File: src/hdl/pws_pkg.sv
// Shared widths, codes, command struct and arctangent table for the wheel speed block.
`default_nettype none

package pws_pkg;

  localparam int POS_W        = 24;              // path coordinate width
  localparam int DIFF_W       = POS_W + 1;       // step between two points
  localparam int ANG_W        = 16;              // binary angle width
  localparam int CORDIC_STEPS = 16;
  localparam int CORDIC_SHIFT = 24;              // prescale of the step before rotation
  localparam int CRD_W        = DIFF_W + CORDIC_SHIFT + 3;
  localparam int ZACC_W       = 32;              // angle accumulator
  localparam int RAD_W        = 2 * POS_W + 2;   // sum of squares, even width
  localparam int ROOT_W       = RAD_W / 2;
  localparam int SQRT_STEPS   = RAD_W / 2;
  localparam int STEP_W       = 5;
  localparam int WB_W         = 12;
  localparam int RATE_W       = 14;
  localparam int VEL_W        = ROOT_W + RATE_W;
  localparam int P_W          = WB_W + ANG_W + RATE_W;
  localparam int PH_W         = P_W - 32;
  localparam int TERM_W       = 33;
  localparam int SUM_W        = VEL_W + 2;
  localparam int OUT_W        = 32;
  localparam int MUL_W        = 32;
  localparam int CFG_IDX_W    = 2;
  localparam int CFG_DATA_W   = RATE_W;

  localparam logic [WB_W-1:0]   WB_RESET   = 12'd100;
  localparam logic [RATE_W-1:0] RATE_RESET = 14'd50;
  localparam logic [31:0]       PI_Q30     = 32'd3373259426;

  localparam logic [CFG_IDX_W-1:0] REG_WHEEL_BASE  = 2'd0;
  localparam logic [CFG_IDX_W-1:0] REG_SAMPLE_RATE = 2'd1;

  typedef enum logic [2:0] {
    MUL_NONE = 3'd0,
    MUL_AX   = 3'd1,
    MUL_AY   = 3'd2,
    MUL_VEL  = 3'd3,
    MUL_WB   = 3'd4,
    MUL_RATE = 3'd5,
    MUL_PL   = 3'd6,
    MUL_PH   = 3'd7
  } mul_op_t;

  typedef struct packed {
    logic              load;
    logic              cordic_init;
    logic              sq_save;
    logic              rad_load;
    logic              iter;
    logic [STEP_W-1:0] step;
    logic              head_load;
    logic              v_load;
    logic              ph_load;
    logic              lo_load;
    logic              term_load;
    logic              out_load;
    mul_op_t           mul_op;
  } cmd_t;

  function automatic logic [ZACC_W-1:0] atan_entry(input logic [STEP_W-1:0] idx);
    logic [ZACC_W-1:0] a;
    case (idx)
      5'd0:    a = 32'h2000_0000;
      5'd1:    a = 32'h12E4_051E;
      5'd2:    a = 32'h09FB_385B;
      5'd3:    a = 32'h0511_11D4;
      5'd4:    a = 32'h028B_0D43;
      5'd5:    a = 32'h0145_D7E1;
      5'd6:    a = 32'h00A2_F61E;
      5'd7:    a = 32'h0051_7C55;
      5'd8:    a = 32'h0028_BE53;
      5'd9:    a = 32'h0014_5F2F;
      5'd10:   a = 32'h000A_2F98;
      5'd11:   a = 32'h0005_17CC;
      5'd12:   a = 32'h0002_8BE6;
      5'd13:   a = 32'h0001_45F3;
      5'd14:   a = 32'h0000_A2FA;
      5'd15:   a = 32'h0000_517D;
      5'd16:   a = 32'h0000_28BE;
      5'd17:   a = 32'h0000_145F;
      5'd18:   a = 32'h0000_0A30;
      5'd19:   a = 32'h0000_0518;
      5'd20:   a = 32'h0000_028C;
      5'd21:   a = 32'h0000_0146;
      5'd22:   a = 32'h0000_00A3;
      5'd23:   a = 32'h0000_0051;
      default: a = '0;
    endcase
    return a;
  endfunction

endpackage

`default_nettype wire

File: src/hdl/pws_dp.sv
// Datapath: step, square root, CORDIC heading, shared multiplier and saturating wheel sums.
`default_nettype none

module pws_dp (
  input  wire logic                                clk,
  input  wire logic                                rst_n,
  input  wire pws_pkg::cmd_t                       cmd,
  input  wire logic                                cfg_wr_en,
  input  wire logic [pws_pkg::CFG_IDX_W-1:0]       cfg_index,
  input  wire logic [pws_pkg::CFG_DATA_W-1:0]      cfg_wdata,
  input  wire logic signed [pws_pkg::POS_W-1:0]    in_x_position,
  input  wire logic signed [pws_pkg::POS_W-1:0]    in_y_position,
  output logic signed [pws_pkg::OUT_W-1:0]         out_right_speed,
  output logic signed [pws_pkg::OUT_W-1:0]         out_left_speed,
  output logic [pws_pkg::ANG_W-1:0]                out_heading
);

  localparam int CRD_W  = pws_pkg::CRD_W;
  localparam int RAD_W  = pws_pkg::RAD_W;
  localparam int SUM_W  = pws_pkg::SUM_W;
  localparam int OUT_W  = pws_pkg::OUT_W;
  localparam int MUL_W  = pws_pkg::MUL_W;

  // configuration and architectural state
  logic [pws_pkg::WB_W-1:0]          wb_r;
  logic [pws_pkg::RATE_W-1:0]        rate_r;
  logic [pws_pkg::POS_W-1:0]         last_x_r, last_y_r;
  logic [pws_pkg::ANG_W-1:0]         last_head_r;

  // working registers
  logic signed [pws_pkg::DIFF_W-1:0] dx_r, dy_r;
  logic                              zero_r;
  logic [2*MUL_W-1:0]                prod_r;
  logic [RAD_W-1:0]                  sq_r;
  logic [RAD_W-1:0]                  rem_r, root_r, bit_r;
  logic signed [CRD_W-1:0]           cx_r, cy_r;
  logic [pws_pkg::ZACC_W-1:0]        cz_r;
  logic [pws_pkg::ANG_W-1:0]         head_r;
  logic [pws_pkg::VEL_W-1:0]         v_r;
  logic [pws_pkg::PH_W-1:0]          ph_r;
  logic [31:0]                       lo_r;
  logic [pws_pkg::TERM_W-1:0]        term_r;
  logic signed [OUT_W-1:0]           right_r, left_r;
  logic [pws_pkg::ANG_W-1:0]         heading_r;

  // combinational
  logic signed [pws_pkg::DIFF_W-1:0] dx_nxt, dy_nxt;
  logic [pws_pkg::DIFF_W-1:0]        ax, ay;
  logic [MUL_W-1:0]                  mul_a, mul_b;
  logic signed [CRD_W-1:0]           x0, y0, xs, ys;
  logic [pws_pkg::STEP_W-1:0]        sh;
  logic                              y_pos;
  logic [RAD_W:0]                    trial;
  logic [pws_pkg::ZACC_W-1:0]        z_round;
  logic [pws_pkg::ANG_W-1:0]         dd, ad;
  logic                              d_neg;
  logic [pws_pkg::PH_W+33:0]         hi_sum;
  logic signed [SUM_W-1:0]           v_ext, t_ext, right_sum, left_sum;

  function automatic logic signed [OUT_W-1:0] sat(input logic signed [SUM_W-1:0] s);
    logic signed [OUT_W-1:0] r;
    if (s[SUM_W-1:OUT_W-1] == '0 || s[SUM_W-1:OUT_W-1] == '1) begin
      r = s[OUT_W-1:0];
    end else if (s[SUM_W-1]) begin
      r = {1'b1, {(OUT_W-1){1'b0}}};
    end else begin
      r = {1'b0, {(OUT_W-1){1'b1}}};
    end
    return r;
  endfunction

  assign dx_nxt = {in_x_position[pws_pkg::POS_W-1], in_x_position}
                - {last_x_r[pws_pkg::POS_W-1], last_x_r};
  assign dy_nxt = {in_y_position[pws_pkg::POS_W-1], in_y_position}
                - {last_y_r[pws_pkg::POS_W-1], last_y_r};

  assign ax = dx_r[pws_pkg::DIFF_W-1] ? -dx_r : dx_r;
  assign ay = dy_r[pws_pkg::DIFF_W-1] ? -dy_r : dy_r;

  // heading change wrapped to a half turn
  assign dd    = head_r - last_head_r;
  assign d_neg = dd[pws_pkg::ANG_W-1];
  assign ad    = d_neg ? (~dd + 1'b1) : dd;

  always_comb begin
    mul_a = '0;
    mul_b = '0;
    case (cmd.mul_op)
      pws_pkg::MUL_AX: begin
        mul_a = MUL_W'(ax);
        mul_b = MUL_W'(ax);
      end
      pws_pkg::MUL_AY: begin
        mul_a = MUL_W'(ay);
        mul_b = MUL_W'(ay);
      end
      pws_pkg::MUL_VEL: begin
        mul_a = MUL_W'(root_r[pws_pkg::ROOT_W-1:0]);
        mul_b = MUL_W'(rate_r);
      end
      pws_pkg::MUL_WB: begin
        mul_a = MUL_W'(ad);
        mul_b = MUL_W'(wb_r);
      end
      pws_pkg::MUL_RATE: begin
        mul_a = MUL_W'(prod_r[pws_pkg::WB_W+pws_pkg::ANG_W-1:0]);
        mul_b = MUL_W'(rate_r);
      end
      pws_pkg::MUL_PL: begin
        mul_a = prod_r[31:0];
        mul_b = pws_pkg::PI_Q30;
      end
      pws_pkg::MUL_PH: begin
        mul_a = MUL_W'(ph_r);
        mul_b = pws_pkg::PI_Q30;
      end
      default: begin
        mul_a = '0;
        mul_b = '0;
      end
    endcase
  end

  // CORDIC vectoring: left half plane is turned by a half turn first
  assign x0    = CRD_W'(dx_r) <<< pws_pkg::CORDIC_SHIFT;
  assign y0    = CRD_W'(dy_r) <<< pws_pkg::CORDIC_SHIFT;
  assign sh    = cmd.step;
  assign xs    = cx_r >>> sh;
  assign ys    = cy_r >>> sh;
  assign y_pos = !cy_r[CRD_W-1] && (cy_r != '0);

  assign trial   = {1'b0, root_r} + {1'b0, bit_r};
  assign z_round = cz_r + (pws_pkg::ZACC_W'(1) << (pws_pkg::ZACC_W - pws_pkg::ANG_W - 1));
  assign hi_sum  = (pws_pkg::PH_W+34)'(prod_r[pws_pkg::PH_W+31:0]) + (pws_pkg::PH_W+34)'(lo_r);

  assign v_ext     = SUM_W'(v_r);
  assign t_ext     = d_neg ? -SUM_W'(term_r) : SUM_W'(term_r);
  assign right_sum = v_ext + t_ext;
  assign left_sum  = v_ext - t_ext;

  always_ff @(posedge clk) begin
    if (!rst_n) begin
      wb_r        <= pws_pkg::WB_RESET;
      rate_r      <= pws_pkg::RATE_RESET;
      last_x_r    <= '0;
      last_y_r    <= '0;
      last_head_r <= '0;
    end else begin
      if (cfg_wr_en) begin
        case (cfg_index)
          pws_pkg::REG_WHEEL_BASE:  wb_r   <= cfg_wdata[pws_pkg::WB_W-1:0];
          pws_pkg::REG_SAMPLE_RATE: rate_r <= cfg_wdata[pws_pkg::RATE_W-1:0];
          default: begin
          end
        endcase
      end
      if (cmd.load) begin
        last_x_r <= in_x_position;
        last_y_r <= in_y_position;
      end
      if (cmd.out_load) begin
        last_head_r <= head_r;
      end
    end
  end

  always_ff @(posedge clk) begin
    if (cmd.load) begin
      dx_r   <= dx_nxt;
      dy_r   <= dy_nxt;
      zero_r <= (dx_nxt == '0) && (dy_nxt == '0);
    end
    if (cmd.mul_op != pws_pkg::MUL_NONE) begin
      prod_r <= mul_a * mul_b;
    end
    if (cmd.sq_save) begin
      sq_r <= prod_r[RAD_W-1:0];
    end
    if (cmd.rad_load) begin
      rem_r  <= sq_r + prod_r[RAD_W-1:0];
      root_r <= '0;
      bit_r  <= RAD_W'(1) << (RAD_W - 2);
    end else if (cmd.iter) begin
      // one root bit a step
      if ({1'b0, rem_r} >= trial) begin
        rem_r  <= rem_r - trial[RAD_W-1:0];
        root_r <= (root_r >> 1) + bit_r;
      end else begin
        root_r <= root_r >> 1;
      end
      bit_r <= bit_r >> 2;
    end
    if (cmd.cordic_init) begin
      if (dx_r[pws_pkg::DIFF_W-1]) begin
        cx_r <= -x0;
        cy_r <= -y0;
        cz_r <= pws_pkg::ZACC_W'(1) << (pws_pkg::ZACC_W - 1);
      end else begin
        cx_r <= x0;
        cy_r <= y0;
        cz_r <= '0;
      end
    end else if (cmd.iter && (cmd.step < pws_pkg::STEP_W'(pws_pkg::CORDIC_STEPS))) begin
      if (y_pos) begin
        cx_r <= cx_r + ys;
        cy_r <= cy_r - xs;
        cz_r <= cz_r + pws_pkg::atan_entry(cmd.step);
      end else begin
        cx_r <= cx_r - ys;
        cy_r <= cy_r + xs;
        cz_r <= cz_r - pws_pkg::atan_entry(cmd.step);
      end
    end
    if (cmd.head_load) begin
      head_r <= zero_r ? '0 : z_round[pws_pkg::ZACC_W-1 -: pws_pkg::ANG_W];
    end
    if (cmd.v_load) begin
      v_r <= prod_r[pws_pkg::VEL_W-1:0];
    end
    if (cmd.ph_load) begin
      ph_r <= prod_r[pws_pkg::P_W-1:32];
    end
    if (cmd.lo_load) begin
      lo_r <= prod_r[63:32];
    end
    if (cmd.term_load) begin
      // drop the angle scale: pi in Q30 over a 2^ANG_W turn, times 16
      term_r <= hi_sum[pws_pkg::ANG_W-6 +: pws_pkg::TERM_W];
    end
    if (cmd.out_load) begin
      right_r   <= sat(right_sum);
      left_r    <= sat(left_sum);
      heading_r <= head_r;
    end
  end

  assign out_right_speed = right_r;
  assign out_left_speed  = left_r;
  assign out_heading     = heading_r;

endmodule

`default_nettype wire

File: config.mk
export PLATFORM = sky130hd
export DESIGN_NAME = pws_dp
export DESIGN_NICKNAME = d
export VERILOG_FILES = /design/src/hdl/pws_pkg.sv /design/src/hdl/pws_dp.sv
export SDC_FILE = /design/constraint.sdc
export NUM_CORES = 2
export LEC_CHECK = 0
export BUFFER_PORTS_ARGS = -buffer_cell sky130_fd_sc_hd__buf_2
export CAP_MARGIN = 20
export CORE_UTILIZATION = 60
export DETAILED_ROUTE_END_ITERATION = 10
export PLACE_DENSITY_LB_ADDON = 0.05
export REMOVE_ABC_BUFFERS = 1
export SYNTH_ARGS = -nofsm -noshare
export SYNTH_HDL_FRONTEND = slang
export SYNTH_SLANG_ARGS = --single-unit
File: constraint.sdc
create_clock -name clk -period 10.78 [get_ports clk]
set_input_delay 1.617 -clock clk [delete_from_list [all_inputs] [get_ports clk]]
set_output_delay 1.617 -clock clk [all_outputs]
set_load 0.1 [all_outputs]
==> impl_metrics.py <==
metrics = {
    "timing": {
        "worstMarginPinSlew_ns": 1.124,
        "slew_violations": 0,
        "setup_viol": 6,
        "grt_setup_unrepaired": "yes",
        "relSlewSlack_pct": 25.06,
        "max_freq_mhz": 90.00,
        "skew_ns": 0.08814,
        "post-route-period-util_pct": 103.1,
        "min_period_ns": 11.11,
        "worst_slack_ns": -0.3317,
        "hold_violations": 0,
    },
    "synthesis": {
        "netlist_instances": 10370,
        "synth-edff-count": 561,
        "synthDistinctLibCells": 100,
        "ys_seq_area_share_pct": 21.80,
        "ys_top_cells_by_count": "1,217 x inv_1, 1,083 x nand2_1, 878 x nor2_1",
        "synth_top_area_share_pct": 18.22,
        "synthMostInstantiatedCell": "inv_1",
        "synth_seq_cells": 726,
        "synth_area_leaders": "edfxtp_1 18%, fa_1 17%, ha_1 11%",
        "netlist_area_um2": 92440,
        "synth_ff_type": "edfxtp_1",
        "yosys_warnings": 0,
        "synth_area_per_cell_um2": 8.918,
        "synth_top_cell_by_area": "edfxtp_1",
        "async_reset_ff_share_pct": 0,
    },
    "min_path": {
        "holdCritPathClass": "reg -> reg",
        "worstHoldStart": "prod_r[50]",
    },
    "setup_path": {
        "cp_slowest_cell": "fa_1",
        "critical_path_peak_fanout": 8,
        "crit_required_ns": 11.23,
        "cpPeakStageDelay_ns": 0.56,
        "end_kind": "flip-flop",
        "rrSetupSlack_ns": -0.33,
        "startpoint": "dy_r[0]",
        "cp_common_cell": "fa_1",
        "arrival_ns": 11.56,
        "critPathKind": "reg -> reg",
        "r2r_start": "dy_r[0]",
        "cp-start-kind": "flip-flop",
    },
    "grt": {
        "grt_overflow": 0,
        "grt_max_degree": 98,
        "antenna_found_initial": 16,
        "first_global_vias": 78480,
        "grt_usage_pct": 39.49,
        "grt_pass1_wl_um": 471200,
    },
    "clocking": {
        "cts_tree": "yes",
        "clock_latency_ns": 0.74,
        "clk_path_buf_depth": 3,
        "h-tree-depth": 3,
        "cts_root_buf": "clkbuf_16",
        "clk_pin_slew_ns": 0.06,
        "numCtsBuffers": 85,
        "numClockSinks": 726,
        "cts_hold_buf": 0,
    },
    "placement": {
        "place_ws_ns": -1.320,
        "place.port_buffers": 165,
        "dpl.cell_count": 12820,
        "post-dp-hpwl_um": 253800,
        "gp_congestion": 1.041,
    },
    "job": {
        "cap_violations": 0,
    },
    "detailed_routing": {
        "dr.pass1.iters": 6,
        "drtAntennaViolNets": 0,
        "via_per_inst": 6.277,
        "drc": 0,
        "routed-via-count": 81740,
        "wl_per_cell_um": 24.06,
        "drt-total-wl_um": 313300,
        "drt_iter0_markers": 9533,
    },
    "floorplanning": {
        "die_area_um2": 155600,
        "rows": 143,
        "die_h_um": 394.5,
        "dieWidth_um": 394.5,
        "start_util_pct": 60.64,
        "core_area_um2": 152400,
        "io_pins": 166,
    },
    "layout": {
        "area_growth_pct": 12.42,
        "final_cells": 13020,
        "post-route-util_pct": 68.17,
        "drive_above_1_share_pct": 12.85,
        "final_nets": 12600,
    },
    "outcome": {
        "failed_checks": "negative setup slack",
        "outcome": "complete, but fails checks",
    },
}
[layer usage]
layer,track usage [%],share of wire [%]
met1,55.68,41
met2,58.89,43
met3,8.493,11
met4,16.32,4.7
met5,0,0.029
[through the flow]
step / setup TNS, ns / hold slack (ns) / instance area (µm²)
finish: -1.485 / 0.4058 / 103900
global route: -3.101 / 0.4262 / 103900
CTS: -1.075 / 0.4008 / 103100
detailed placement: -13.16 / 0.4061 / 99750
global placement: -11.85 / 0.4040 / 99750
floorplan: -20.13 / 0.4003 / 90730
[critical path: cells and delay by family (launching register included)]
kind	cells	cell delay, ns
buffers and inverters	15	1.50
AO/OA/AOI/OAI	10	2.04
adder cells (fa/ha/maj)	9	4.37
flip-flops	1	0.39
AND/OR/NAND/NOR	10	2.32
XOR/XNOR	2	0.24
[cell type report]
cell class / count / area (µm²)
Fill cell: 12370 / 48520
Inverter: 1225 / 4601
Multi-Input combinational cell: 8005 / 66840
Tap cell: 2030 / 2540
Clock inverter: 58 / 764.5
Timing Repair Buffer: 864 / 6726
Sequential cell: 726 / 20150
Clock buffer: 102 / 2275
Antenna cell: 11 / 27.53
[flip-flops by register name, summed over array words and instances (netlist names), 16 cells and up]
register and count:
bit_r 25, cx_r 52, cy_r 52, cz_r 32
dx_r 25, dy_r 25, head_r 16, last_head_r 16
last_x_r 24, last_y_r 24, lo_r 32, out_heading 16
out_left_speed 32, out_right_speed 32, prod_r 64, rem_r 50
root_r 50, sq_r 50, term_r 33, v_r 39
[worst paths after layout]
| kind | to | depth (start not counted) |
|---|---|---|
| worst max-delay path | prod_r[59] | 46 |
| worst min-delay path | lo_r[18] | 0 |
| worst max register to register | prod_r[59] | 46 |
| worst min register to register | lo_r[18] | 0 |
[cell families after synthesis]
kind of cell,count (synthesis),share of synthesized area [%]
adder cells (fa/ha/maj),1602,27.99
XOR/XNOR,713,6.764
AND/OR/NAND/NOR,2948,14.58
AO/OA/AOI/OAI,2293,15.86
flip-flops,726,21.80
multiplexers,389,5.938
other,2,0.008125
buffers and inverters,1692,7.060
[repair_timing]
action / CTS / global route
endpoints found under the setup margin: 23 / 26
setup buffers: 10 / 24
hold endpoints to repair: 0 / 0
resized for setup: 65 / 134
pin swaps: 21 / 88
[layout by cell type (no fill, tap or decap), types with 71 or more instances in the layout]
cell type	instances
o21a_1	80
clkbuf_16	88
ha_1	817
buf_2	155
or3_1	73
a31oi_1	118
nand3_1	132
nand2b_1	111
buf_4	643
nand2_1	1076
dfxtp_1	165
xnor2_1	397
nor2b_1	160
a21o_1	250
nor2_1	869
o22ai_1	71
mux2i_1	200
o21bai_1	81
xor2_1	305
mux4_2	119
inv_1	1204
edfxtp_1	561
fa_1	764
a211oi_1	86
a21oi_1	545
nor3_1	126
o21ai_0	520
Power is not shown: default switching activity piles up to over one toggle a cycle in this logic, so the estimate is an artifact.
