$ cat config.mk
export PLATFORM = sky130hd
export DESIGN_NAME = pws_ctrl
export DESIGN_NICKNAME = d
export VERILOG_FILES = /design/src/hdl/pws_pkg.sv /design/src/hdl/pws_ctrl.sv
export SDC_FILE = /design/constraint.sdc
export NUM_CORES = 1
export LEC_CHECK = 0
export ABC_AREA = 1
export BUFFER_PORTS_ARGS = -buffer_cell sky130_fd_sc_hd__buf_2
export CAP_MARGIN = 5
export CORE_MARGIN = 3
export CORE_UTILIZATION = 57
export DETAILED_ROUTE_END_ITERATION = 7
export PLACE_DENSITY = 0.88
export SETUP_SLACK_MARGIN = 0.3
export SKIP_CTS_REPAIR_TIMING = 1
export SYNTH_ARGS = -nofsm -noshare
export SYNTH_HDL_FRONTEND = slang
export SYNTH_SLANG_ARGS = --single-unit
$ cat constraint.sdc
create_clock -name clk -period 4.2 [get_ports clk]
set_clock_uncertainty 0.15 [all_clocks]
set_input_delay 1.26 -clock clk [delete_from_list [all_inputs] [get_ports clk]]
set_output_delay 1.26 -clock clk [all_outputs]
set_load 0.05 [all_outputs]
$ cat src/hdl/pws_pkg.sv
// Shared widths, codes, command struct and arctangent table for the wheel speed block.
`default_nettype none

package pws_pkg;

  localparam int POS_W        = 24;              // path coordinate width
  localparam int DIFF_W       = POS_W + 1;       // step between two points
  localparam int ANG_W        = 16;              // binary angle width
  localparam int CORDIC_STEPS = 16;
  localparam int CORDIC_SHIFT = 24;              // prescale of the step before rotation
  localparam int CRD_W        = DIFF_W + CORDIC_SHIFT + 3;
  localparam int ZACC_W       = 32;              // angle accumulator
  localparam int RAD_W        = 2 * POS_W + 2;   // sum of squares, even width
  localparam int ROOT_W       = RAD_W / 2;
  localparam int SQRT_STEPS   = RAD_W / 2;
  localparam int STEP_W       = 5;
  localparam int WB_W         = 12;
  localparam int RATE_W       = 14;
  localparam int VEL_W        = ROOT_W + RATE_W;
  localparam int P_W          = WB_W + ANG_W + RATE_W;
  localparam int PH_W         = P_W - 32;
  localparam int TERM_W       = 33;
  localparam int SUM_W        = VEL_W + 2;
  localparam int OUT_W        = 32;
  localparam int MUL_W        = 32;
  localparam int CFG_IDX_W    = 2;
  localparam int CFG_DATA_W   = RATE_W;

  localparam logic [WB_W-1:0]   WB_RESET   = 12'd100;
  localparam logic [RATE_W-1:0] RATE_RESET = 14'd50;
  localparam logic [31:0]       PI_Q30     = 32'd3373259426;

  localparam logic [CFG_IDX_W-1:0] REG_WHEEL_BASE  = 2'd0;
  localparam logic [CFG_IDX_W-1:0] REG_SAMPLE_RATE = 2'd1;

  typedef enum logic [2:0] {
    MUL_NONE = 3'd0,
    MUL_AX   = 3'd1,
    MUL_AY   = 3'd2,
    MUL_VEL  = 3'd3,
    MUL_WB   = 3'd4,
    MUL_RATE = 3'd5,
    MUL_PL   = 3'd6,
    MUL_PH   = 3'd7
  } mul_op_t;

  typedef struct packed {
    logic              load;
    logic              cordic_init;
    logic              sq_save;
    logic              rad_load;
    logic              iter;
    logic [STEP_W-1:0] step;
    logic              head_load;
    logic              v_load;
    logic              ph_load;
    logic              lo_load;
    logic              term_load;
    logic              out_load;
    mul_op_t           mul_op;
  } cmd_t;

  function automatic logic [ZACC_W-1:0] atan_entry(input logic [STEP_W-1:0] idx);
    logic [ZACC_W-1:0] a;
    case (idx)
      5'd0:    a = 32'h2000_0000;
      5'd1:    a = 32'h12E4_051E;
      5'd2:    a = 32'h09FB_385B;
      5'd3:    a = 32'h0511_11D4;
      5'd4:    a = 32'h028B_0D43;
      5'd5:    a = 32'h0145_D7E1;
      5'd6:    a = 32'h00A2_F61E;
      5'd7:    a = 32'h0051_7C55;
      5'd8:    a = 32'h0028_BE53;
      5'd9:    a = 32'h0014_5F2F;
      5'd10:   a = 32'h000A_2F98;
      5'd11:   a = 32'h0005_17CC;
      5'd12:   a = 32'h0002_8BE6;
      5'd13:   a = 32'h0001_45F3;
      5'd14:   a = 32'h0000_A2FA;
      5'd15:   a = 32'h0000_517D;
      5'd16:   a = 32'h0000_28BE;
      5'd17:   a = 32'h0000_145F;
      5'd18:   a = 32'h0000_0A30;
      5'd19:   a = 32'h0000_0518;
      5'd20:   a = 32'h0000_028C;
      5'd21:   a = 32'h0000_0146;
      5'd22:   a = 32'h0000_00A3;
      5'd23:   a = 32'h0000_0051;
      default: a = '0;
    endcase
    return a;
  endfunction

endpackage

`default_nettype wire

$ cat src/hdl/pws_ctrl.sv
// Sequencer for the wheel speed datapath: one item at a time through squares, roots and products.
`default_nettype none

module pws_ctrl (
  input  wire logic          clk,
  input  wire logic          rst_n,
  input  wire logic          in_valid,
  output logic               in_stall,
  input  wire logic          out_stall,
  output logic               out_valid,
  output pws_pkg::cmd_t      cmd
);

  typedef enum logic [12:0] {
    ST_IDLE = 13'b0_0000_0000_0001,
    ST_SQX  = 13'b0_0000_0000_0010,
    ST_SQY  = 13'b0_0000_0000_0100,
    ST_ADD  = 13'b0_0000_0000_1000,
    ST_ITER = 13'b0_0000_0001_0000,
    ST_HEAD = 13'b0_0000_0010_0000,
    ST_VEL  = 13'b0_0000_0100_0000,
    ST_WB   = 13'b0_0000_1000_0000,
    ST_RATE = 13'b0_0001_0000_0000,
    ST_PLO  = 13'b0_0010_0000_0000,
    ST_PHI  = 13'b0_0100_0000_0000,
    ST_SUM  = 13'b0_1000_0000_0000,
    ST_DONE = 13'b1_0000_0000_0000
  } state_t;

  state_t                       state_r, state_nxt;
  logic [pws_pkg::STEP_W-1:0]   step_r, step_nxt;
  logic                         out_valid_r, out_valid_nxt;
  logic                         out_free;

  assign out_free  = !out_valid_r || !out_stall;
  assign in_stall  = (state_r != ST_IDLE);
  assign out_valid = out_valid_r;

  always_comb begin
    state_nxt     = state_r;
    step_nxt      = step_r;
    out_valid_nxt = out_valid_r && out_stall;
    cmd           = '0;
    cmd.mul_op    = pws_pkg::MUL_NONE;
    cmd.step      = step_r;
    case (state_r)
      ST_IDLE: begin
        if (in_valid) begin
          cmd.load  = 1'b1;
          state_nxt = ST_SQX;
        end
      end
      ST_SQX: begin
        cmd.mul_op      = pws_pkg::MUL_AX;
        cmd.cordic_init = 1'b1;
        state_nxt       = ST_SQY;
      end
      ST_SQY: begin
        cmd.mul_op  = pws_pkg::MUL_AY;
        cmd.sq_save = 1'b1;
        state_nxt   = ST_ADD;
      end
      ST_ADD: begin
        cmd.rad_load = 1'b1;
        step_nxt     = '0;
        state_nxt    = ST_ITER;
      end
      ST_ITER: begin
        cmd.iter = 1'b1;
        step_nxt = step_r + 1'b1;
        if (step_r == pws_pkg::STEP_W'(pws_pkg::SQRT_STEPS - 1)) begin
          state_nxt = ST_HEAD;
        end
      end
      ST_HEAD: begin
        cmd.head_load = 1'b1;
        state_nxt     = ST_VEL;
      end
      ST_VEL: begin
        cmd.mul_op = pws_pkg::MUL_VEL;
        state_nxt  = ST_WB;
      end
      ST_WB: begin
        cmd.v_load = 1'b1;
        cmd.mul_op = pws_pkg::MUL_WB;
        state_nxt  = ST_RATE;
      end
      ST_RATE: begin
        cmd.mul_op = pws_pkg::MUL_RATE;
        state_nxt  = ST_PLO;
      end
      ST_PLO: begin
        cmd.ph_load = 1'b1;
        cmd.mul_op  = pws_pkg::MUL_PL;
        state_nxt   = ST_PHI;
      end
      ST_PHI: begin
        cmd.lo_load = 1'b1;
        cmd.mul_op  = pws_pkg::MUL_PH;
        state_nxt   = ST_SUM;
      end
      ST_SUM: begin
        cmd.term_load = 1'b1;
        state_nxt     = ST_DONE;
      end
      ST_DONE: begin
        // hold the result until the output register frees up
        if (out_free) begin
          cmd.out_load  = 1'b1;
          out_valid_nxt = 1'b1;
          state_nxt     = ST_IDLE;
        end
      end
      default: begin
        state_nxt = ST_IDLE;
      end
    endcase
  end

  always_ff @(posedge clk) begin
    if (!rst_n) begin
      state_r     <= ST_IDLE;
      step_r      <= '0;
      out_valid_r <= 1'b0;
    end else begin
      state_r     <= state_nxt;
      step_r      <= step_nxt;
      out_valid_r <= out_valid_nxt;
    end
  end

endmodule

`default_nettype wire

==> flow_summary.toml, run 1 <==
[min_path]
hold_path_class = "reg -> reg"

[clock_tree]
clock_path_buffers = 2
clk_latency_ns = 0.30
clock_sinks = 19
h-tree-depth = 1
path_clk_slew_ns = 0.10
cts_tree = "done"
root_buffer = "clkbuf_4"
cts_buffers = 3

[run]
max_cap_viol_count = 0

[logic_synthesis]
yosysWarnings = 0
yosysMostFrequentCell = "nand2_1"
synth-edff-count = 0
yosys-top-cells-count = "nand2_1 (39), nor2_1 (29), inv_1 (21), dfxtp_1 (19), nand3_1 (10)"
async_reset_ff_share_pct = 0
ys_top_cells_by_area = "dfxtp_1 (32%), nand2_1 (12%), nor2_1 (9.1%)"
synthFlopType = "dfxtp_1"
synth_area_um2 = 1200
postSynthAreaPerCell_um2 = 7.00
ys_seq_area_share_pct = 31.8
yosys.area.top_type = "dfxtp_1"
synth_nets = 177
synth_top_area_share_pct = 31.8
ys_types = 26
ys_seq_elements = 19
synthesis.instances = 171

[cells_and_area]
syn_to_final_growth_pct = 14.5
drive_gt1_share_pct = 30.8
fin_area_um2 = 1370
num_antenna_cells = 0
fin_nets = 205

[power_and_ir_drop]
peakVddDrop_v = 0.000431
powerDensity_nw_per_um2 = 446
p_leak_nw = 0.720
power.total_mw = 0.611

[global_route]
grt_first_pass_wirelength_um = 4540
grt_overflow = 0
grt_max_degree = 16
antenna_found_initial = 0
grtUsageTotal_pct = 22.5
grt_pass1_vias = 1041

[floorplan]
fp-row-count = 15
coreArea_um2 = 1860
die_w_um = 51.8
start_util_pct = 64.4
fp.dieH_um = 51.8
pin_count = 25
die_area_um2 = 2680

[setup_path]
worstSetupEndpointType = "primary output"
cp.required_ns = 2.79
startpoint_type = "primary input"
worstSetupPathType = "in -> out"
crit_arrival_ns = 1.86
critPathMaxFanout = 2

[timing]
post-route-period-util_pct = 77.7
rsz0062_at_grt = "no"
fin_hold_ws_ns = 0.365
min_period_ns = 3.27
slew_violations = 0
tns_ns = 0
relSlewSlack_pct = 65.2
fmax_ghz = 0.306
finalSetupViolCount = 0
hold_viol_final = 0
worst_slew_pin_slew_ns = 0.522

[placement]
io_buffers = 24
place.gp.congestion = 0.902
post-dp-hpwl_um = 2080
place_area_um2 = 1340

[run_status]
status = "complete, no violations"

[drt]
avgViaCountPerCell = 5.16
wl_met3_um = 133
wl_met1_um = 1070
drc = 0
dr.max_layer_used = "met4"
avgRoutedWirePerCell_um = 11.6
vias = 1150
ant_nets = 0
totalWireLength_um = 2590
routed-wl-met2_um = 1360
firstDrtPassIters = 4
drtIter0Drc = 24
## placed cells by master (no fill, tap or decap), drive strengths merged
master	Yosys	routed
dfxtp	19	19
nand2	45	45
nor2	43	43
buf	1	24
nand4	3	3
o21ai	1	1
nand3	14	14
a21oi	7	7
nor3	6	6
inv	26	26
ha	2	2
or2	1	1
clkbuf	0	4
xnor2	2	2
nor4	1	1
## cells by family (layout without fill, tap and decap cells)
family | count (synthesis) | after routing | synth area share [%]
xor+xnor | 2 | 2 | 1.46
compound gates | 8 | 8 | 3.97
simple gates | 113 | 113 | 51.6
buf+inv | 27 | 54 | 9.10
fa+ha+maj | 2 | 2 | 2.09
flops | 19 | 19 | 31.8
## cell type report
class / count / area, µm²
multi-input cells: 125 / 707
inverters: 26 / 105
clock buffers: 4 / 26.3
fillers: 145 / 488
flip-flops and latches: 19 / 380
well taps: 25 / 31.3
repair buffers: 24 / 120
## report_power, final
group,total [mW],internal (mW),switching [mW]
registers,0.213,0.195,0.0183
logic,0.302,0.0808,0.221
clock network,0.0953,0.0371,0.0582
## per-stage QoR
| stage | std cells | util, % | setup slack [ns] |
|---|---|---|---|
| floorplan | 171 | - | 0.746 |
| global placement | 219 | 72.3 | 0.976 |
| detailed placement | 219 | 72.3 | 0.927 |
| CTS | 223 | 73.7 | 0.925 |
| global route | 223 | 73.7 | 0.834 |
| finish | 223 | 73.7 | 0.935 |
## metal layers
| metal | vias up | GRT usage, % |
|---|---|---|
| li1 | 591 | - |
| met1 | 526 | 27.2 |
| met2 | 28 | 38.6 |
| met3 | 5 | 6.59 |
| met4 | 0 | 6.55 |
| met5 | - | 0 |
## state kept, by name (all words and copies together) (netlist names)
signal and flops:
state_r 13, step_r 5, out_valid 1
## worst paths after layout
path	startpoint	to	slack, ns	depth (start not counted)
worst max-delay path	out_stall	cmd[3]	0.93	5
worst min-delay path	step_r[4]$_SDFFE_PN0P_	step_r[4]$_SDFFE_PN0P_	0.36	2
worst max register to register	state_r[0]$_SDFFE_PN1P_	state_r[4]$_SDFFE_PN0P_	2.56	8
worst min register to register	step_r[4]$_SDFFE_PN0P_	step_r[4]$_SDFFE_PN0P_	0.36	2
## worst max-delay path: stages
cell,delay (ns)
buf_2,0.09
nand2_1,0.07
inv_1,0.06
nor2_1,0.10
buf_2,0.27
Power figures use the tool's default switching activity.
==> run 2, diff against run 1 <==
--- a/config.mk
+++ b/config.mk
@@ -5,13 +5,13 @@
 export SDC_FILE = /design/constraint.sdc
 export NUM_CORES = 1
 export LEC_CHECK = 0
-export ABC_AREA = 1
+export ABC_AREA = 0
 export BUFFER_PORTS_ARGS = -buffer_cell sky130_fd_sc_hd__buf_2
 export CAP_MARGIN = 5
 export CORE_MARGIN = 3
-export CORE_UTILIZATION = 57
+export CORE_UTILIZATION = 52
 export DETAILED_ROUTE_END_ITERATION = 7
-export PLACE_DENSITY = 0.88
+export PLACE_DENSITY = 0.82
 export SETUP_SLACK_MARGIN = 0.3
 export SKIP_CTS_REPAIR_TIMING = 1
 export SYNTH_ARGS = -nofsm -noshare
==> constraint.sdc (replaced) <==
create_clock -name clk -period 3.4 [get_ports clk]
set_clock_uncertainty 0.15 [all_clocks]
set_input_delay 1.02 -clock clk [delete_from_list [all_inputs] [get_ports clk]]
set_output_delay 1.02 -clock clk [all_outputs]
set_load 0.05 [all_outputs]
==> run 2 against run 1 <==
Compared with the run above:
- register-to-register slack got worse by 1.7 ns
- critical endpoint is now cmd[1]
- synthesized cell count decreased by 19%
- combinational power down 79%
- first-iteration DRC count grew to 3.2 times the previous value
- flip-flop and latch count is the same
- count of clock-buffer cells in the layout unchanged
- clock power up 20%
==> flow_summary.toml, run 2 <==
[logic_synthesis]
ys_seq_elements = 19
async_reset_ff_share_pct = 0
ys_types = 41
synthFlopType = "dfxtp_1"
yosysWarnings = 0
synthesis.instances = 138
synth-edff-count = 0
synth_nets = 144
synth_top_area_share_pct = 34.5
yosys.area.top_type = "dfxtp_1"
synth_area_um2 = 1100
ys_top_cells_by_area = "dfxtp_1 (35%), nor2_1 (6.5%), nor4_1 (4.5%)"
yosys-top-cells-count = "dfxtp_1 (19), nor2_1 (19), nand3_1 (9), inv_1 (8), nor4_1 (8)"
ys_seq_area_share_pct = 34.5
postSynthAreaPerCell_um2 = 7.99

[setup_path]
worst-path-buf-inv = 1
worstPathCellList = "or4_4 -> nor3_4 -> nand4b_1 -> nand3_1 -> buf_6"
cp_slowest_stage_delay_ns = 0.60
critPathMaxFanout = 7
worstSetupEndpointType = "primary output"
worstSetupPathType = "reg -> out"
crit_family = "simple AND/OR/NAND/NOR gates"
slowest_stage = "or4_4"
startpoint_type = "flop"
cp.required_ns = 2.23
crit_arrival_ns = 2.09

[power_and_ir_drop]
p_leak_nw = 0.632
pwr-share-clk_pct = 28.1
p_switching_mw = 0.114
power_frac_seq_pct = 56.1
power.total_mw = 0.405
swShare_pct = 28.0
peakVddDrop_v = 0.000193
powerDensity_nw_per_um2 = 275
combPwrFrac_pct = 15.8
p_int_mw = 0.292

[timing]
post-route-period-util_pct = 96.0
relSlewSlack_pct = 57.5
slew_violations = 0
worst_slack_ns = 0.137
hold_viol_final = 0
worst_slew_pin_slew_ns = 0.632
rsz0062_at_grt = "yes"
min_period_ns = 3.26
fmax_ghz = 0.306
fin_hold_ws_ns = 0.382
finalSetupViolCount = 0

[drt]
avgViaCountPerCell = 6.51
firstDrtPassIters = 4
ant_nets = 0
avgRoutedWirePerCell_um = 17.4
drc = 0
vias = 1257
drtIter0Drc = 77
totalWireLength_um = 3360

[cells_and_area]
num_antenna_cells = 0
fin_nets = 173
most-common-layout-cells = "nor2_1 (18), buf_2 (12), dfxtp_1 (11)"
fin_area_um2 = 1470
largest-register = "state_r"
syn_to_final_growth_pct = 33.7
layout_commonest_cell = "nor2_1"
largest_reg_flops = 13
final_cells = 193
drive_gt1_share_pct = 38.0

[global_route]
antenna_found_initial = 0
grtUsageTotal_pct = 21.9
grt_first_pass_wirelength_um = 4470
grt_max_degree = 13
grt_pass1_vias = 975
grt_overflow = 0

[clock_tree]
cts_tree = "done"
h-tree-depth = 1
cts_buffers = 3
clock_path_buffers = 2
clock_sinks = 19
clk_latency_ns = 0.29
path_clk_slew_ns = 0.11
root_buffer = "clkbuf_4"

[floorplan]
start_util_pct = 55.6
die_w_um = 52.0
fp-row-count = 16
fp.dieH_um = 52.0
die_area_um2 = 2710
coreArea_um2 = 1980
pin_count = 25

[placement]
place.gp.congestion = 0.962
post-dp-hpwl_um = 2110
io_buffers = 24
place_inst = 181
place_area_um2 = 1240
dp_slack_ns = 0.244

[run_status]
status = "complete, no violations"

[min_path]
hold_path_class = "reg -> reg"

[run]
max_cap_viol_count = 0
-- run 2: cell types whose count changed after synthesis, sizes merged, moves of 4 or more --
cell,change
nand3,-5
or4,+4
buf,+5
nor4b,+4
nand2,-38
nor2,-24
or3,+4
nor4,+7
inv,-18
-- run 2: kinds of logic after synthesis --
kind of cell	share of synthesized area, %
simple gates	42.2
flops	34.5
buf+inv	7.94
compound gates	9.88
xor+xnor	3.18
fa+ha+maj	2.27
-- run 2: metal layers --
| layer | part of all wire, % | vias up | track usage (%) | wire length [µm] |
|---|---|---|---|---|
| li1 | - | 567 | - | - |
| met3 | 8.9 | 10 | 4.01 | 299 |
| met2 | 48 | 76 | 34.7 | 1610 |
| met1 | 41 | 604 | 28.8 | 1380 |
| met4 | 2.0 | 0 | 9.17 | 68 |
| met5 | 0 | - | 0 | 0 |
-- run 2: power groups by stage --
stage               Sequential, mW  Combinational [mW]  Clock (mW)
CTS                          0.229              0.0563       0.116
detailed placement           0.234              0.0560           0
finish                       0.227              0.0641       0.114
global placement             0.234              0.0554           0
floorplan                    0.233              0.0465           0
global route                 0.228              0.0677       0.125
-- run 2: per-stage QoR --
step | utilization (%) | setup TNS, ns
floorplan | - | -0.0152
detailed placement | 62.6 | 0
CTS | 63.9 | -0.241
global placement | 62.6 | 0
global route | 74.4 | 0
finish | 74.4 | 0
-- run 2: path summary, 6_finish.rpt --
check | start | endpoint | slack, ns | depth (start not counted)
worst max-delay path | state_r[2]$_SDFFE_PN0P_ | cmd[1] | 0.14 | 5
worst min-delay path | state_r[8]$_SDFFE_PN0P_ | state_r[9]$_SDFFE_PN0P_ | 0.38 | 2
worst max register to register | state_r[11]$_SDFFE_PN0P_ | state_r[9]$_SDFFE_PN0P_ | 0.90 | 5
worst min register to register | state_r[8]$_SDFFE_PN0P_ | state_r[9]$_SDFFE_PN0P_ | 0.38 | 2
-- run 2: worst reg2reg max path: stages (launching register included) --
cell and delay [ns]:
dfxtp_2 0.36, or4_4 0.63, or4_4 0.55, o21a_1 0.21, or3b_1 0.38, nor2_1 0.10
-- run 2: layout make-up --
type | count | area [µm²]
Timing Repair Buffer | 33 | 255
Sequential cell | 19 | 395
Tap cell | 27 | 33.8
Fill cell | 141 | 508
Inverter | 9 | 37.5
Multi-Input combinational cell | 101 | 726
Clock buffer | 4 | 26.3
==> run 3, diff against run 2 <==
--- a/config.mk
+++ b/config.mk
@@ -9,9 +9,9 @@
 export BUFFER_PORTS_ARGS = -buffer_cell sky130_fd_sc_hd__buf_2
 export CAP_MARGIN = 5
 export CORE_MARGIN = 3
-export CORE_UTILIZATION = 52
+export CORE_UTILIZATION = 40
 export DETAILED_ROUTE_END_ITERATION = 7
-export PLACE_DENSITY = 0.82
+export PLACE_DENSITY = 0.67
 export SETUP_SLACK_MARGIN = 0.3
 export SKIP_CTS_REPAIR_TIMING = 1
 export SYNTH_ARGS = -nofsm -noshare
==> run 3 against run 2 <==
Compared with the run above:
- final cell count grew 3.1%
- die area up 26%
- largest power group unchanged
- highest routed layer unchanged
- global-route usage is 4.2 points lower
==> flow_summary.toml, run 3 (synthesis results as in run 2) <==
[run_status]
status = "complete, no violations"

[timing]
worst_slew_pin_slew_ns = 0.761
slew_violations = 0
min_period_ns = 3.27
rsz0062_at_grt = "yes"
hold_viol_final = 0
tns_ns = 0
fmax_ghz = 0.306
relSlewSlack_pct = 48.8
finalSetupViolCount = 0
worst_slack_ns = 0.129
post-route-period-util_pct = 96.2

[drt]
wl_met1_um = 1330
avgViaCountPerCell = 6.08
firstDrtPassIters = 4
totalWireLength_um = 3470
routed-wl-met2_um = 1740
ant_nets = 0
wl_met3_um = 257
drtIter0Drc = 52
vias = 1210
avgRoutedWirePerCell_um = 17.4
drc = 0
dr.max_layer_used = "met4"

[cells_and_area]
fin_nets = 176
drive_gt1_share_pct = 40.2
num_antenna_cells = 0
fin_area_um2 = 1540
multi_input_area_um2 = 756
most-common-layout-cells = "nor2_1 (18), buf_4 (13), buf_2 (11)"
seq_area_um2 = 399
largest-register = "state_r"
largest_reg_flops = 13
fillers = 205
syn_to_final_growth_pct = 39.7
layout_commonest_cell = "nor2_1"

[setup_path]
cp_slowest_stage_delay_ns = 0.61
crit_arrival_ns = 2.10
critPathMaxFanout = 7
worstPathCellList = "or4_4 -> nor3_4 -> nand4b_1 -> nand3_1 -> buf_6"
slowest_stage = "or4_4"
startpoint_type = "flop"
worstSetupEndpointType = "primary output"
cp.required_ns = 2.23
worstSetupPathType = "reg -> out"

[floorplan]
fp.dieH_um = 58.5
start_util_pct = 43.3
coreArea_um2 = 2540
fp-row-count = 18
die_w_um = 58.5
pin_count = 25
die_area_um2 = 3420

[power_and_ir_drop]
power.total_mw = 0.413
p_int_mw = 0.292
swShare_pct = 29.3
p_leak_nw = 0.653
combPwrFrac_pct = 15.6
p_switching_mw = 0.121
powerDensity_nw_per_um2 = 268
pwr-share-clk_pct = 29.4
power_frac_seq_pct = 55.0
peakVddDrop_v = 0.000185

[run]
max_cap_viol_count = 0

[clock_tree]
root_buffer = "clkbuf_4"
cts_tree = "done"
cts_buffers = 3
h-tree-depth = 1
path_clk_slew_ns = 0.12
clk_latency_ns = 0.30
clock_path_buffers = 2
clock_sinks = 19

[global_route]
grt_max_degree = 13
antenna_found_initial = 0
grt_first_pass_wirelength_um = 4760
grt_pass1_vias = 1049
grt_overflow = 0
grtUsageTotal_pct = 17.7

[placement]
post-dp-hpwl_um = 2210
io_buffers = 24
dp_slack_ns = 0.273
place.gp.congestion = 0.969
place_area_um2 = 1260

[min_path]
hold_path_class = "reg -> reg"
-- run 3: cell types whose count changed in the layout (fill, tap and decap cells not counted), sizes merged --
cell      change
clkinv        +1
clkbuf        -1
clkinvlp      -1
buf           +4
-- run 3: final timing paths --
kind | start | endpoint | slack [ns] | depth (start not counted)
worst min-delay path | step_r[4]$_SDFFE_PN0P_ | step_r[4]$_SDFFE_PN0P_ | 0.39 | 2
worst max register to register | state_r[3]$_SDFFE_PN0P_ | state_r[9]$_SDFFE_PN0P_ | 0.89 | 8
worst min register to register | step_r[4]$_SDFFE_PN0P_ | step_r[4]$_SDFFE_PN0P_ | 0.39 | 2
worst max-delay path | state_r[3]$_SDFFE_PN0P_ | cmd[2] | 0.13 | 5
-- run 3: power groups by stage --
stage | clock, mW | combinational [mW] | sequential [mW]
2_1_floorplan | 0 | 0.0465 | 0.233
3_3_place_gp | 0 | 0.0563 | 0.234
3_5_place_dp | 0 | 0.0559 | 0.234
4_1_cts | 0.119 | 0.0562 | 0.229
5_1_grt | 0.126 | 0.0683 | 0.228
6_report | 0.121 | 0.0645 | 0.227
-- run 3: final cells by class --
type                       count  share of cell area (%)
inverter                       9                    2.19
multi-input combinational    101                    49.1
clock buffer                   4                    1.71
sequential                    19                    25.9
tap                           30                    2.44
timing repair buffer          36                    18.7
-- run 3: metal layers --
metal	GRT usage, %	vias up
li1	-	570
met1	22.3	569
met2	30.0	55
met3	3.95	16
met4	5.30	0
met5	0	-
-- run 3: worst max-delay path, delay by kind of cell (launching register included) --
kind	cells	cell delay, ns
flops	1	0.38
simple gates	4	1.22
buf+inv	1	0.18
-- run 3: through the flow --
stage          instances  hold slack (ns)  utilization [%]
2_1_floorplan        138            0.319                -
3_3_place_gp         186            0.344             49.5
5_1_grt              199            0.417             60.5
4_1_cts              190            0.370             50.5
6_report             199            0.386             60.5
3_5_place_dp         186            0.354             49.5
